--- src/hdl/priority_spool_drop_queue_defines.svh ---
// Assertion macros for the priority spool drop queue
`ifndef PRIORITY_SPOOL_DROP_QUEUE_DEFINES_SVH
`define PRIORITY_SPOOL_DROP_QUEUE_DEFINES_SVH

`ifndef NO_ASSERTIONS

`define PSDQ_ASSERT_HOLDS(name, prop, msg) \
   name: assert property (@(posedge clock) disable iff (reset) (prop)) else $error(msg);

`define PSDQ_ASSERT_IMPLIES(name, ante, cons, msg) \
   name: assert property (@(posedge clock) disable iff (reset) (ante) |-> (cons)) \
      else $error(msg);

`define PSDQ_ASSERT_NEXT(name, ante, cons, msg) \
   name: assert property (@(posedge clock) disable iff (reset) (ante) |=> (cons)) \
      else $error(msg);

`else

`define PSDQ_ASSERT_HOLDS(name, prop, msg)
`define PSDQ_ASSERT_IMPLIES(name, ante, cons, msg)
`define PSDQ_ASSERT_NEXT(name, ante, cons, msg)

`endif

`endif

--- src/hdl/psdq_pkg.sv ---
package psdq_pkg;

   localparam int QUEUE_DEPTH = 64;
   localparam int SPOOL_DEPTH = 16;
   localparam int TAG_BITS = 32;

   localparam int PAYLOAD_BITS = 32;
   localparam int STORE_TAG_BITS = (TAG_BITS < PAYLOAD_BITS) ? TAG_BITS : PAYLOAD_BITS;
   localparam int PRIO_BITS = 2;
   localparam int REQ_BITS = 2;
   localparam int STATUS_BITS = 4;
   localparam int LIMIT_BITS = 7;
   localparam int QCOUNT_OUT_BITS = 7;
   localparam int SCOUNT_OUT_BITS = 5;
   localparam int CSR_INDEX_BITS = 2;
   localparam int CSR_DATA_BITS = 7;

   localparam int QIDX_BITS = (QUEUE_DEPTH > 1) ? $clog2(QUEUE_DEPTH) : 1;
   localparam int QCNT_BITS = $clog2(QUEUE_DEPTH + 1);
   localparam int SIDX_BITS = (SPOOL_DEPTH > 1) ? $clog2(SPOOL_DEPTH) : 1;
   localparam int SCNT_BITS = $clog2(SPOOL_DEPTH + 1);
   localparam int SSUM_BITS = SCNT_BITS + 1;
   localparam int CAP_BITS = (QCNT_BITS > LIMIT_BITS) ? QCNT_BITS : LIMIT_BITS;

   typedef logic [QCNT_BITS-1:0] qcnt_type;
   typedef logic [SIDX_BITS-1:0] sidx_type;
   typedef logic [SCNT_BITS-1:0] scnt_type;
   typedef logic [SSUM_BITS-1:0] ssum_type;
   typedef logic [CAP_BITS-1:0] cap_type;
   typedef logic [STORE_TAG_BITS-1:0] tag_type;

   typedef enum logic [REQ_BITS-1:0] {
      REQ_ENQUEUE   = 2'd0,
      REQ_DEQUEUE   = 2'd1,
      REQ_FLUSH     = 2'd2,
      REQ_FLUSH_ALT = 2'd3
   } req_code_type;

   typedef enum logic [STATUS_BITS-1:0] {
      ST_QUEUED       = 4'd0,
      ST_SPOOLED      = 4'd1,
      ST_QUEUED_DROP  = 4'd2,
      ST_SPOOL_FULL   = 4'd3,
      ST_NO_DROPPABLE = 4'd4,
      ST_DISABLED     = 4'd5,
      ST_DELIVERED    = 4'd6,
      ST_EMPTY        = 4'd7,
      ST_FLUSHED      = 4'd8
   } status_type;

   typedef enum logic [CSR_INDEX_BITS-1:0] {
      CSR_ENABLE      = 2'd0,
      CSR_QUEUE_LIMIT = 2'd1
   } csr_index_type;

   typedef struct packed {
      logic [PRIO_BITS-1:0] prio;
      tag_type              tag;
   } entry_type;

   typedef struct packed {
      logic append;
      logic drop_append;
      logic pop;
      logic clear;
   } queue_cmd_type;

   typedef struct packed {
      qcnt_type  fill;
      qcnt_type  fill_next;
      entry_type head;
      logic      drop_any;
   } queue_stat_type;

   typedef struct packed {
      logic push;
      logic pop;
      logic clear;
   } spool_cmd_type;

   typedef struct packed {
      scnt_type fill;
      scnt_type fill_next;
      tag_type  head;
      logic     full;
   } spool_stat_type;

   typedef struct packed {
      status_type                   status;
      logic                         out_valid;
      logic [PRIO_BITS-1:0]         out_priority;
      logic [PAYLOAD_BITS-1:0]      out_payload;
      logic [QCOUNT_OUT_BITS-1:0]   queue_count;
      logic [SCOUNT_OUT_BITS-1:0]   spool_count;
   } rsp_word_type;

endpackage

--- src/hdl/psdq_req_if.sv ---
interface psdq_req_if;
   logic                                valid;
   logic                                ready;
   logic [psdq_pkg::REQ_BITS-1:0]       req_type;
   logic [psdq_pkg::PRIO_BITS-1:0]      priority_req;
   logic [psdq_pkg::PAYLOAD_BITS-1:0]   payload;

   modport source (output valid, req_type, priority_req, payload, input ready);
   modport sink (input valid, req_type, priority_req, payload, output ready);
endinterface

--- src/hdl/psdq_rsp_if.sv ---
interface psdq_rsp_if;
   logic                                 valid;
   logic                                 ready;
   logic [psdq_pkg::STATUS_BITS-1:0]     status;
   logic                                 out_valid;
   logic [psdq_pkg::PRIO_BITS-1:0]       out_priority;
   logic [psdq_pkg::PAYLOAD_BITS-1:0]    out_payload;
   logic [psdq_pkg::QCOUNT_OUT_BITS-1:0] queue_count;
   logic [psdq_pkg::SCOUNT_OUT_BITS-1:0] spool_count;

   modport source (output valid, status, out_valid, out_priority, out_payload,
                   queue_count, spool_count, input ready);
   modport sink (input valid, status, out_valid, out_priority, out_payload,
                 queue_count, spool_count, output ready);
endinterface

--- src/hdl/psdq_csr_if.sv ---
interface psdq_csr_if;
   logic                                 valid;
   logic                                 ready;
   logic [psdq_pkg::CSR_INDEX_BITS-1:0]  index;
   logic [psdq_pkg::CSR_DATA_BITS-1:0]   data;

   modport source (output valid, index, data, input ready);
   modport sink (input valid, index, data, output ready);
endinterface

--- src/hdl/psdq_cell.sv ---
module psdq_cell (
   input  logic                 clock,
   input  logic                 shift,
   input  logic                 load,
   input  psdq_pkg::entry_type  next_entry,
   input  psdq_pkg::entry_type  new_entry,
   output psdq_pkg::entry_type  entry
);

   psdq_pkg::entry_type entry_ff;
   psdq_pkg::entry_type entry_in;

   always_comb begin
      if (load) begin
         entry_in = new_entry;
      end else if (shift) begin
         entry_in = next_entry;
      end else begin
         entry_in = entry_ff;
      end
   end

   always_ff @(posedge clock) begin
      entry_ff <= entry_in;
   end

   assign entry = entry_ff;

endmodule

--- src/hdl/psdq_cell_row.sv ---
module psdq_cell_row (
   input  logic                       clock,
   input  logic                       reset,
   input  psdq_pkg::queue_cmd_type    cmd,
   input  psdq_pkg::entry_type        new_entry,
   output psdq_pkg::queue_stat_type   stat
);

   psdq_pkg::qcnt_type  fill_ff;
   psdq_pkg::qcnt_type  fill_in;
   psdq_pkg::qcnt_type  last_pos;
   psdq_pkg::entry_type slot_entry [psdq_pkg::QUEUE_DEPTH];
   logic [psdq_pkg::QUEUE_DEPTH-1:0] occupied;
   logic [psdq_pkg::QUEUE_DEPTH-1:0] droppable;
   logic [psdq_pkg::QUEUE_DEPTH-1:0] shift;
   logic [psdq_pkg::QUEUE_DEPTH-1:0] load;
   logic [psdq_pkg::QUEUE_DEPTH-1:0] prefix [psdq_pkg::QIDX_BITS+1];

   // occupancy and oldest-non-P0 search (log-depth prefix OR)
   always_comb begin
      for (int i = 0; i < psdq_pkg::QUEUE_DEPTH; i++) begin
         occupied[i]  = psdq_pkg::qcnt_type'(i) < fill_ff;
         droppable[i] = occupied[i] && (slot_entry[i].prio != '0);
      end
      prefix[0] = droppable;
      for (int s = 0; s < psdq_pkg::QIDX_BITS; s++) begin
         prefix[s+1] = prefix[s] | (prefix[s] << (1 << s));
      end
   end

   assign last_pos = fill_ff - psdq_pkg::qcnt_type'(1);

   always_comb begin
      for (int i = 0; i < psdq_pkg::QUEUE_DEPTH; i++) begin
         load[i]  = (cmd.append && (psdq_pkg::qcnt_type'(i) == fill_ff))
                 || (cmd.drop_append && (psdq_pkg::qcnt_type'(i) == last_pos));
         shift[i] = cmd.pop || (cmd.drop_append && prefix[psdq_pkg::QIDX_BITS][i]);
      end
   end

   always_comb begin
      if (cmd.clear) begin
         fill_in = '0;
      end else if (cmd.append) begin
         fill_in = fill_ff + psdq_pkg::qcnt_type'(1);
      end else if (cmd.pop) begin
         fill_in = fill_ff - psdq_pkg::qcnt_type'(1);
      end else begin
         fill_in = fill_ff;
      end
   end

   always_ff @(posedge clock) begin
      if (reset) begin
         fill_ff <= '0;
      end else begin
         fill_ff <= fill_in;
      end
   end

   for (genvar g = 0; g < psdq_pkg::QUEUE_DEPTH; g++) begin : g_slot
      psdq_pkg::entry_type neighbour;
      if (g == psdq_pkg::QUEUE_DEPTH - 1) begin : g_tail
         assign neighbour = slot_entry[g];
      end else begin : g_body
         assign neighbour = slot_entry[g+1];
      end
      psdq_cell u_cell (
         .clock      (clock),
         .shift      (shift[g]),
         .load       (load[g]),
         .next_entry (neighbour),
         .new_entry  (new_entry),
         .entry      (slot_entry[g])
      );
   end

   assign stat.fill      = fill_ff;
   assign stat.fill_next = fill_in;
   assign stat.head      = slot_entry[0];
   assign stat.drop_any  = prefix[psdq_pkg::QIDX_BITS][psdq_pkg::QUEUE_DEPTH-1];

endmodule

--- src/hdl/psdq_spool.sv ---
module psdq_spool (
   input  logic                      clock,
   input  logic                      reset,
   input  psdq_pkg::spool_cmd_type   cmd,
   input  psdq_pkg::tag_type         push_tag,
   output psdq_pkg::spool_stat_type  stat
);

   psdq_pkg::sidx_type head_ff;
   psdq_pkg::sidx_type head_in;
   psdq_pkg::scnt_type fill_ff;
   psdq_pkg::scnt_type fill_in;
   psdq_pkg::ssum_type tail_sum;
   psdq_pkg::ssum_type tail_wrap;
   psdq_pkg::tag_type  spool_mem [psdq_pkg::SPOOL_DEPTH];

   assign tail_sum  = psdq_pkg::ssum_type'(head_ff) + psdq_pkg::ssum_type'(fill_ff);
   assign tail_wrap = (tail_sum >= psdq_pkg::ssum_type'(psdq_pkg::SPOOL_DEPTH))
                    ? tail_sum - psdq_pkg::ssum_type'(psdq_pkg::SPOOL_DEPTH) : tail_sum;

   always_comb begin
      if (cmd.clear) begin
         head_in = '0;
         fill_in = '0;
      end else if (cmd.push) begin
         head_in = head_ff;
         fill_in = fill_ff + psdq_pkg::scnt_type'(1);
      end else if (cmd.pop) begin
         head_in = (head_ff == psdq_pkg::sidx_type'(psdq_pkg::SPOOL_DEPTH - 1))
                 ? '0 : head_ff + psdq_pkg::sidx_type'(1);
         fill_in = fill_ff - psdq_pkg::scnt_type'(1);
      end else begin
         head_in = head_ff;
         fill_in = fill_ff;
      end
   end

   always_ff @(posedge clock) begin
      if (reset) begin
         head_ff <= '0;
         fill_ff <= '0;
      end else begin
         head_ff <= head_in;
         fill_ff <= fill_in;
      end
   end

   always_ff @(posedge clock) begin
      if (cmd.push) begin
         spool_mem[tail_wrap[psdq_pkg::SIDX_BITS-1:0]] <= push_tag;
      end
   end

   assign stat.fill      = fill_ff;
   assign stat.fill_next = fill_in;
   assign stat.head      = spool_mem[head_ff];
   assign stat.full      = fill_ff >= psdq_pkg::scnt_type'(psdq_pkg::SPOOL_DEPTH);

endmodule

--- src/hdl/priority_spool_drop_queue.sv ---
// Priority spool drop queue.
// req_bus carries one request word: enqueue (priority, tag), dequeue, or flush.
// rsp_bus returns exactly one word per request: status, the delivered item
// when a dequeue finds one, and the queue and spool fill after the request.
// csr_bus writes enable (index 0) and queue_limit (index 1); other indexes
// are ignored. Dropping enable from 1 to 0 empties both stores.
// Each accepted request updates the cell row and spool in the cycle it is
// taken; its response is registered and presented once earlier ones are
// taken. One request per cycle is sustained while the output buffer has
// room, set by the shift and combinational oldest-non-P0 search over the cell row.
// Responses pass through a two-word output buffer, so a request is still
// taken while one response waits; req_bus.ready drops only with both held.
// Reset empties the queue and spool, clears the buffer, disables the block
// and sets queue_limit to zero (full built depth).
`include "priority_spool_drop_queue_defines.svh"

module priority_spool_drop_queue (
   input logic          clock,
   input logic          reset,
   psdq_req_if.sink     req_bus,
   psdq_rsp_if.source   rsp_bus,
   psdq_csr_if.sink     csr_bus
);

   logic                                   enable_ff;
   logic                                   enable_in;
   logic [psdq_pkg::LIMIT_BITS-1:0]        limit_ff;
   logic [psdq_pkg::LIMIT_BITS-1:0]        limit_in;
   logic                                   csr_fire;
   logic                                   cfg_clear;

   logic                                   req_fire;
   logic                                   flush_req;
   psdq_pkg::req_code_type                 req_code;
   psdq_pkg::cap_type                      capacity;
   logic                                   queue_full;
   psdq_pkg::entry_type                    new_entry;
   psdq_pkg::queue_cmd_type                qcmd;
   psdq_pkg::queue_stat_type               qstat;
   psdq_pkg::spool_cmd_type                scmd;
   psdq_pkg::spool_stat_type               sstat;
   psdq_pkg::rsp_word_type                 result;

   psdq_pkg::rsp_word_type                 slot0_ff;
   psdq_pkg::rsp_word_type                 slot0_in;
   psdq_pkg::rsp_word_type                 slot1_ff;
   psdq_pkg::rsp_word_type                 slot1_in;
   logic [1:0]                             count_ff;
   logic [1:0]                             count_in;
   logic [1:0]                             write_pos;
   logic                                   rsp_fire;

   // configuration
   assign csr_bus.ready = 1'b1;
   assign csr_fire = csr_bus.valid && csr_bus.ready;

   always_comb begin
      enable_in = enable_ff;
      limit_in  = limit_ff;
      cfg_clear = 1'b0;
      if (csr_fire) begin
         unique case (psdq_pkg::csr_index_type'(csr_bus.index))
            psdq_pkg::CSR_ENABLE: begin
               enable_in = csr_bus.data[0];
               cfg_clear = enable_ff && !csr_bus.data[0];
            end
            psdq_pkg::CSR_QUEUE_LIMIT: begin
               limit_in = csr_bus.data[psdq_pkg::LIMIT_BITS-1:0];
            end
            default: begin
               enable_in = enable_ff;
            end
         endcase
      end
   end

   always_ff @(posedge clock) begin
      if (reset) begin
         enable_ff <= 1'b0;
         limit_ff  <= '0;
      end else begin
         enable_ff <= enable_in;
         limit_ff  <= limit_in;
      end
   end

   // request decode
   assign req_fire = req_bus.valid && req_bus.ready;
   assign req_code = psdq_pkg::req_code_type'(req_bus.req_type);

   always_comb begin
      unique case (req_code) inside
         psdq_pkg::REQ_FLUSH, psdq_pkg::REQ_FLUSH_ALT: flush_req = 1'b1;
         default:                                      flush_req = 1'b0;
      endcase
   end

   assign capacity = ((limit_ff == '0)
                   || (psdq_pkg::cap_type'(limit_ff) > psdq_pkg::cap_type'(psdq_pkg::QUEUE_DEPTH)))
                   ? psdq_pkg::cap_type'(psdq_pkg::QUEUE_DEPTH) : psdq_pkg::cap_type'(limit_ff);
   assign queue_full = psdq_pkg::cap_type'(qstat.fill) >= capacity;

   assign new_entry.prio = req_bus.priority_req;
   assign new_entry.tag  = req_bus.payload[psdq_pkg::STORE_TAG_BITS-1:0];

   always_comb begin
      qcmd = '0;
      scmd = '0;
      result.out_valid    = 1'b0;
      result.out_priority = '0;
      result.out_payload  = '0;
      result.status       = psdq_pkg::ST_EMPTY;
      if (flush_req) begin
         result.status = psdq_pkg::ST_FLUSHED;
         qcmd.clear    = req_fire;
         scmd.clear    = req_fire;
      end else if (!enable_ff) begin
         result.status = psdq_pkg::ST_DISABLED;
      end else if (req_code == psdq_pkg::REQ_ENQUEUE) begin
         if (!queue_full) begin
            result.status = psdq_pkg::ST_QUEUED;
            qcmd.append   = req_fire;
         end else if (req_bus.priority_req == '0) begin
            if (sstat.full) begin
               result.status = psdq_pkg::ST_SPOOL_FULL;
            end else begin
               result.status = psdq_pkg::ST_SPOOLED;
               scmd.push     = req_fire;
            end
         end else if (qstat.drop_any) begin
            result.status    = psdq_pkg::ST_QUEUED_DROP;
            qcmd.drop_append = req_fire;
         end else begin
            result.status = psdq_pkg::ST_NO_DROPPABLE;
         end
      end else if (sstat.fill != '0) begin
         result.status      = psdq_pkg::ST_DELIVERED;
         result.out_valid   = 1'b1;
         result.out_payload = psdq_pkg::PAYLOAD_BITS'(sstat.head);
         scmd.pop           = req_fire;
      end else if (qstat.fill != '0) begin
         result.status       = psdq_pkg::ST_DELIVERED;
         result.out_valid    = 1'b1;
         result.out_priority = qstat.head.prio;
         result.out_payload  = psdq_pkg::PAYLOAD_BITS'(qstat.head.tag);
         qcmd.pop            = req_fire;
      end
      qcmd.clear = qcmd.clear || cfg_clear;
      scmd.clear = scmd.clear || cfg_clear;
      result.queue_count = psdq_pkg::QCOUNT_OUT_BITS'(qstat.fill_next);
      result.spool_count = psdq_pkg::SCOUNT_OUT_BITS'(sstat.fill_next);
   end

   psdq_cell_row u_row (
      .clock     (clock),
      .reset     (reset),
      .cmd       (qcmd),
      .new_entry (new_entry),
      .stat      (qstat)
   );

   psdq_spool u_spool (
      .clock    (clock),
      .reset    (reset),
      .cmd      (scmd),
      .push_tag (new_entry.tag),
      .stat     (sstat)
   );

   // two-word response buffer
   assign rsp_fire  = rsp_bus.valid && rsp_bus.ready;
   assign write_pos = count_ff - {1'b0, rsp_fire};

   always_comb begin
      slot0_in = rsp_fire ? slot1_ff : slot0_ff;
      slot1_in = slot1_ff;
      if (req_fire) begin
         if (write_pos == 2'd0) begin
            slot0_in = result;
         end else begin
            slot1_in = result;
         end
      end
      count_in = count_ff + {1'b0, req_fire} - {1'b0, rsp_fire};
   end

   always_ff @(posedge clock) begin
      if (reset) begin
         count_ff <= '0;
      end else begin
         count_ff <= count_in;
      end
   end

   always_ff @(posedge clock) begin
      slot0_ff <= slot0_in;
      slot1_ff <= slot1_in;
   end

   assign req_bus.ready        = count_ff != 2'd2;
   assign rsp_bus.valid        = count_ff != 2'd0;
   assign rsp_bus.status       = slot0_ff.status;
   assign rsp_bus.out_valid    = slot0_ff.out_valid;
   assign rsp_bus.out_priority = slot0_ff.out_priority;
   assign rsp_bus.out_payload  = slot0_ff.out_payload;
   assign rsp_bus.queue_count  = slot0_ff.queue_count;
   assign rsp_bus.spool_count  = slot0_ff.spool_count;

   `PSDQ_ASSERT_HOLDS(a_queue_bound, qstat.fill <= psdq_pkg::qcnt_type'(psdq_pkg::QUEUE_DEPTH), "queue fill beyond depth")
   `PSDQ_ASSERT_HOLDS(a_spool_bound, sstat.fill <= psdq_pkg::scnt_type'(psdq_pkg::SPOOL_DEPTH), "spool fill beyond depth")
   `PSDQ_ASSERT_NEXT(a_flush_empties, req_fire && flush_req, (qstat.fill == '0) && (sstat.fill == '0), "flush left entries")
   `PSDQ_ASSERT_IMPLIES(a_delivery_status, rsp_bus.valid && rsp_bus.out_valid, rsp_bus.status == psdq_pkg::ST_DELIVERED, "delivered word without delivered status")

endmodule

--- src/flat_wrapper.sv ---
// flat-port wrapper written by rule: the top's interface ports become plain ports
module priority_spool_drop_queue_flat 
  (clock, reset, req_bus_valid, req_bus_req_type, req_bus_priority_req, req_bus_payload, req_bus_ready, rsp_bus_valid, rsp_bus_status, rsp_bus_out_valid, rsp_bus_out_priority, rsp_bus_out_payload, rsp_bus_queue_count, rsp_bus_spool_count, rsp_bus_ready, csr_bus_valid, csr_bus_index, csr_bus_data, csr_bus_ready);
  psdq_req_if req_bus_i ();
  psdq_rsp_if rsp_bus_i ();
  psdq_csr_if csr_bus_i ();
  input logic clock;
  input logic reset;
  input wire logic [$bits(req_bus_i.valid)-1:0] req_bus_valid;
  input wire logic [$bits(req_bus_i.req_type)-1:0] req_bus_req_type;
  input wire logic [$bits(req_bus_i.priority_req)-1:0] req_bus_priority_req;
  input wire logic [$bits(req_bus_i.payload)-1:0] req_bus_payload;
  output wire logic [$bits(req_bus_i.ready)-1:0] req_bus_ready;
  output wire logic [$bits(rsp_bus_i.valid)-1:0] rsp_bus_valid;
  output wire logic [$bits(rsp_bus_i.status)-1:0] rsp_bus_status;
  output wire logic [$bits(rsp_bus_i.out_valid)-1:0] rsp_bus_out_valid;
  output wire logic [$bits(rsp_bus_i.out_priority)-1:0] rsp_bus_out_priority;
  output wire logic [$bits(rsp_bus_i.out_payload)-1:0] rsp_bus_out_payload;
  output wire logic [$bits(rsp_bus_i.queue_count)-1:0] rsp_bus_queue_count;
  output wire logic [$bits(rsp_bus_i.spool_count)-1:0] rsp_bus_spool_count;
  input wire logic [$bits(rsp_bus_i.ready)-1:0] rsp_bus_ready;
  input wire logic [$bits(csr_bus_i.valid)-1:0] csr_bus_valid;
  input wire logic [$bits(csr_bus_i.index)-1:0] csr_bus_index;
  input wire logic [$bits(csr_bus_i.data)-1:0] csr_bus_data;
  output wire logic [$bits(csr_bus_i.ready)-1:0] csr_bus_ready;
  assign req_bus_i.valid = req_bus_valid;
  assign req_bus_i.req_type = req_bus_req_type;
  assign req_bus_i.priority_req = req_bus_priority_req;
  assign req_bus_i.payload = req_bus_payload;
  assign req_bus_ready = req_bus_i.ready;
  assign rsp_bus_valid = rsp_bus_i.valid;
  assign rsp_bus_status = rsp_bus_i.status;
  assign rsp_bus_out_valid = rsp_bus_i.out_valid;
  assign rsp_bus_out_priority = rsp_bus_i.out_priority;
  assign rsp_bus_out_payload = rsp_bus_i.out_payload;
  assign rsp_bus_queue_count = rsp_bus_i.queue_count;
  assign rsp_bus_spool_count = rsp_bus_i.spool_count;
  assign rsp_bus_i.ready = rsp_bus_ready;
  assign csr_bus_i.valid = csr_bus_valid;
  assign csr_bus_i.index = csr_bus_index;
  assign csr_bus_i.data = csr_bus_data;
  assign csr_bus_ready = csr_bus_i.ready;
  priority_spool_drop_queue u_core (.clock(clock), .reset(reset), .req_bus(req_bus_i), .rsp_bus(rsp_bus_i), .csr_bus(csr_bus_i));
endmodule
--- config.mk ---
export PLATFORM = sky130hd
export DESIGN_NAME = priority_spool_drop_queue_flat
export DESIGN_NICKNAME = d
export VERILOG_FILES = /design/src/hdl/psdq_pkg.sv /design/src/hdl/psdq_req_if.sv /design/src/hdl/psdq_rsp_if.sv /design/src/hdl/psdq_csr_if.sv /design/src/hdl/psdq_cell.sv /design/src/hdl/psdq_cell_row.sv /design/src/hdl/psdq_spool.sv /design/src/hdl/priority_spool_drop_queue.sv /design/src/flat_wrapper.sv
export VERILOG_INCLUDE_DIRS = /design/src /design/src/hdl
export SDC_FILE = /design/constraint.sdc
export NUM_CORES = 2
export LEC_CHECK = 0
export BUFFER_PORTS_ARGS = -buffer_cell sky130_fd_sc_hd__buf_2
export CORE_UTILIZATION = 55
export DETAILED_ROUTE_END_ITERATION = 16
export GPL_TIMING_DRIVEN = 0
export PLACE_DENSITY = 0.71
export SYNTH_ARGS = -nofsm -noshare
export SYNTH_HDL_FRONTEND = slang
export SYNTH_HIERARCHICAL = 1
export SYNTH_SLANG_ARGS = --single-unit
--- constraint.sdc ---
create_clock -name clock -period 5.3 [get_ports clock]
set_input_delay 0.265 -clock clock [delete_from_list [all_inputs] [get_ports clock]]
set_output_delay 0.265 -clock clock [all_outputs]
set_load 0.05 [all_outputs]
==> results.sh <==
export IMPL_crit_path_max_fanout=10
export IMPL_cap_violations=0
export IMPL_place_gp_congestion=0.9517
export IMPL_cp_start_kind="flip-flop"
export IMPL_whs_path_depth=2
export IMPL_critical_path_endpoint="u_core/u_row/g_slot[32].u_cell/entry[32]"
export IMPL_drv_slew=0
export IMPL_grt_max_degree=81
export IMPL_clk_latency_ns=0.95
export IMPL_grt_ovfl_total=0
export IMPL_die_area_um2=239500
export IMPL_drtIter0Drc=5537
export IMPL_post_layout_nonfiller_instances=10660
export IMPL_p_leak_nw=48.83
export IMPL_path_class="reg -> reg"
export IMPL_synthesis_nets=6787
export IMPL_worstRegToRegCells=18
export IMPL_cp_slowest_stage_delay_ns=0.54
export IMPL_reg2reg_slack_ns=-0.003
export IMPL_fp_row_count=178
export IMPL_synthAdderAreaFrac_pct=0.2260
export IMPL_wirelength_mm=304.6
export IMPL_wl_per_cell_um=28.57
export IMPL_die_h_um=489.4
export IMPL_synth_most_common_cell="edfxtp_1"
export IMPL_seqCellArea_um2=83890
export IMPL_clkTransAtPathRegs_ns=0.07
export IMPL_coreArea_um2=235600
export IMPL_synth_simple_area_share_pct=2.210
export IMPL_critPathLaunch="u_core/u_row/fill_ff[0]"
export IMPL_yosys_warnings=6
export IMPL_synth_cell_types=86
export IMPL_endpoint_kind="flip-flop"
export IMPL_fill_cells=16270
export IMPL_finalHoldViolations=0
export IMPL_syn_avg_cell_area_um2=19.46
export IMPL_synth_top_family_by_area="multiplexers"
export IMPL_pin_count=104
export IMPL_track_usage_pct=25.28
export IMPL_worst_slack_ns=-0.003290
export IMPL_min_period_ns=5.303
export IMPL_fin_crit_sh_pct=100.1
export IMPL_crit_arrival_ns=5.92
export IMPL_netlist_instances=6714
export IMPL_first_global_vias=65620
export IMPL_cts_buffer_depth=4
export IMPL_synth_edf_count=2739
export IMPL_crit_chain="buf_4, a21oi_1, clkbuf_4, nor3_1, nor3_1, and4_1, nand4bb_4, nor2_1, nand2_4, o21ai_0, nor3b_2, buf_4, nor2_4, a21o_4, inv_2, a21oi_4, nand2_1, or2_2"
export IMPL_netlist_area_um2=130600
export IMPL_synth_top_cell_area_share_pct=62.96
export IMPL_ant_nets=0
export IMPL_status="finished, violations left"
export IMPL_antenna_found_initial=17
export IMPL_synth_area_top_cells="edfxtp_1 (63%), mux2_4 (21%), buf_12 (2.9%)"
export IMPL_slew_headroom_pct=8.102
export IMPL_synth_compound_area_share_pct=2.428
export IMPL_fp_dieW_um=489.4
export IMPL_muxShareOfSynthArea_pct=26.76
export IMPL_cts_sinks=2820
export IMPL_crit_required_ns=5.92
export IMPL_root_buffer="clkbuf_16"
export IMPL_final_nets=7366
export IMPL_grt_setup_unrepaired="true"
export IMPL_hp_class="in -> reg"
export IMPL_htree_levels=5
export IMPL_port_buffers=100
export IMPL_drc=0
export IMPL_synth_yosys_seq_area_share_pct=64.20
export IMPL_yosysTopAreaCell="edfxtp_1"
export IMPL_synthXorXnorAreaFrac_pct=0.1341
export IMPL_skew_ns=0.06406
export IMPL_grt_pass1_wl_mm=441.8
export IMPL_reg2reg_from="u_core/u_row/fill_ff[0]"
export IMPL_violations="setup timing"
export IMPL_initial_core_util_pct=55.44
export IMPL_dpl_worst_slack_ns=-2.888
export IMPL_numCtsBuffers=307
export IMPL_synth_commonest_cells="edfxtp_1 (2739), mux2_4 (1856), mux2_2 (321), buf_12 (192), nor2_1 (182)"
export IMPL_max_freq_mhz=188.6
export IMPL_drtPass1Iterations=8
export IMPL_dpl_hpwl_mm=199.9
export IMPL_multi_input_area_um2=42940
export IMPL_synthFlopType="edfxtp_1"
export IMPL_pwr_density_cell_nw_per_um2=318.4
export IMPL_r2r_end="u_core/u_row/g_slot[32].u_cell/entry[32]"
export IMPL_cp_slowest_cell="and4_1"
export IMPL_synthArstFlopShare_pct=0
export IMPL_via_per_inst=5.984
export IMPL_total_power_mw=47.02
export IMPL_setup_viol=3
export IMPL_num_vias=63790
export IMPL_place_inst=10010
export IMPL_worstMarginPinSlew_ns=1.378
export IMPL_cts_tree="done"
export IMPL_synth_seq_cells=2820
export IMPL_drive_gt1_share_pct=45.82
export IMPL_area_delta_synth_final_pct=13.05
export IMPL_max_vdd_ir_drop_mv=0.4827
## worst max-delay path: cells and delay by family, from the launching register on
family,cells,cell delay [ns]
compound gates,4,0.88
buf+inv,4,0.92
flops,1,0.40
simple gates,10,2.77
## metrics by stage
step / utilization (%) / area (um^2) / hold WS [ns] / setup TNS [ns]
floorplan: - / 130600 / 0.3366 / 0
global placement: 57.33 / 135100 / 0.5126 / -8626.06
detailed placement: 57.94 / 136500 / 0.5202 / -8340.39
CTS: 62.49 / 147200 / 0.004101 / 0
global route: 62.67 / 147700 / 0.04331 / -0.1169
finish: 62.68 / 147700 / 0.06315 / -0.007306
## flip-flops by register name, summed over array words and instances (netlist names), named ones only
signal / count
u_core/u_row/g_slot.u_cell/entry: 2176
u_core/u_spool/spool_mem: 512
u_core/slot1_ff: 51
u_core/rsp_bus.out_payload: 32
u_core/limit_ff: 7
u_core/rsp_bus.queue_count: 7
u_core/u_row/fill_ff: 7
u_core/rsp_bus.spool_count: 5
u_core/u_spool/fill_ff: 5
u_core/rsp_bus.status: 4
u_core/u_spool/head_ff: 4
u_core/count_ff: 2
u_core/rsp_bus.out_priority: 2
u_core/enable_ff: 1
u_core/rsp_bus.out_valid: 1
## area by class of cell
class	count	area share (%)
Sequential cell	2820	56.80
Timing Repair Buffer	207	1.652
Tap cell	3150	2.669
Inverter	19	0.05083
Antenna cell	6	0.01017
Clock inverter	136	0.7066
Clock buffer	384	5.469
Buffer	398	3.566
Multi-Input combinational cell	3540	29.07
## cell usage in the layout (no fill, tap or decap), drive strengths merged, types with 6 or more instances in the layout
cell            n
a211oi         12
a21o           14
a21oi         132
a22oi          67
a31oi          17
and2            8
and3            8
buf           487
bufinv         14
clkbuf        461
clkinv        107
clkinvlp        9
dfxtp          81
diode           6
dlygate4sd3    41
edfxtp       2739
ha             22
inv            25
mux2         2177
mux2i          60
mux4          128
nand2         121
nand2b         17
nand3          41
nand4          11
nor2          184
nor2b          13
nor3           35
nor3b           8
nor4           18
o2111ai        30
o211ai          6
o21a            7
o21ai          91
o22ai          72
o32ai           7
or2           143
or3             7
xnor2          13
xor2            7
## worst min path at each step
stage                         from                                        to  slack [ns]
6_report       req_bus_payload[26]  u_core/u_row/g_slot[43].u_cell/entry[26]        0.06
5_1_grt        req_bus_payload[26]  u_core/u_row/g_slot[42].u_cell/entry[26]        0.04
4_1_cts         req_bus_payload[1]   u_core/u_row/g_slot[55].u_cell/entry[1]       0.004
3_5_place_dp       csr_bus_data[3]                        u_core/limit_ff[3]        0.52
3_3_place_gp       csr_bus_data[2]                        u_core/limit_ff[2]        0.51
2_1_floorplan                reset                   u_core/u_row/fill_ff[3]        0.34
## timing repair
item / 4_1_cts / 5_1_grt
cloned: 57 / 9
buffers inserted: 2 / 14
pin swaps: 9 / 6
hold endpoints to repair: 281 / 0
gates resized for setup: 292 / 51
setup endpoints to repair: 4352 / 4151
hold buffers: 41 / 0
## power by group
| part | internal (mW) | leakage, nW | total [mW] | switching [mW] |
|---|---|---|---|---|
| logic | 0.608 | 21.5 | 2.46 | 1.86 |
| registers | 24.5 | 22.9 | 24.8 | 0.261 |
| clock network | 11.4 | 4.45 | 19.8 | 8.35 |
## layer usage
layer	track usage [%]	vias up	share of wire (%)
met5	0	-	0.013
met4	9.249	6	3.8
met3	4.003	613	6.1
met2	44.04	2175	51
met1	31.79	33170	39
li1	-	27840	-
## logic make-up after synthesis
| group | after synthesis |
|---|---|
| fa+ha+maj | 23 |
| mux | 2365 |
| compound gates | 497 |
| buf+inv | 420 |
| other cells | 1 |
| xor+xnor | 20 |
| simple gates | 568 |
| flops | 2820 |
Power figures use the tool's default switching activity.
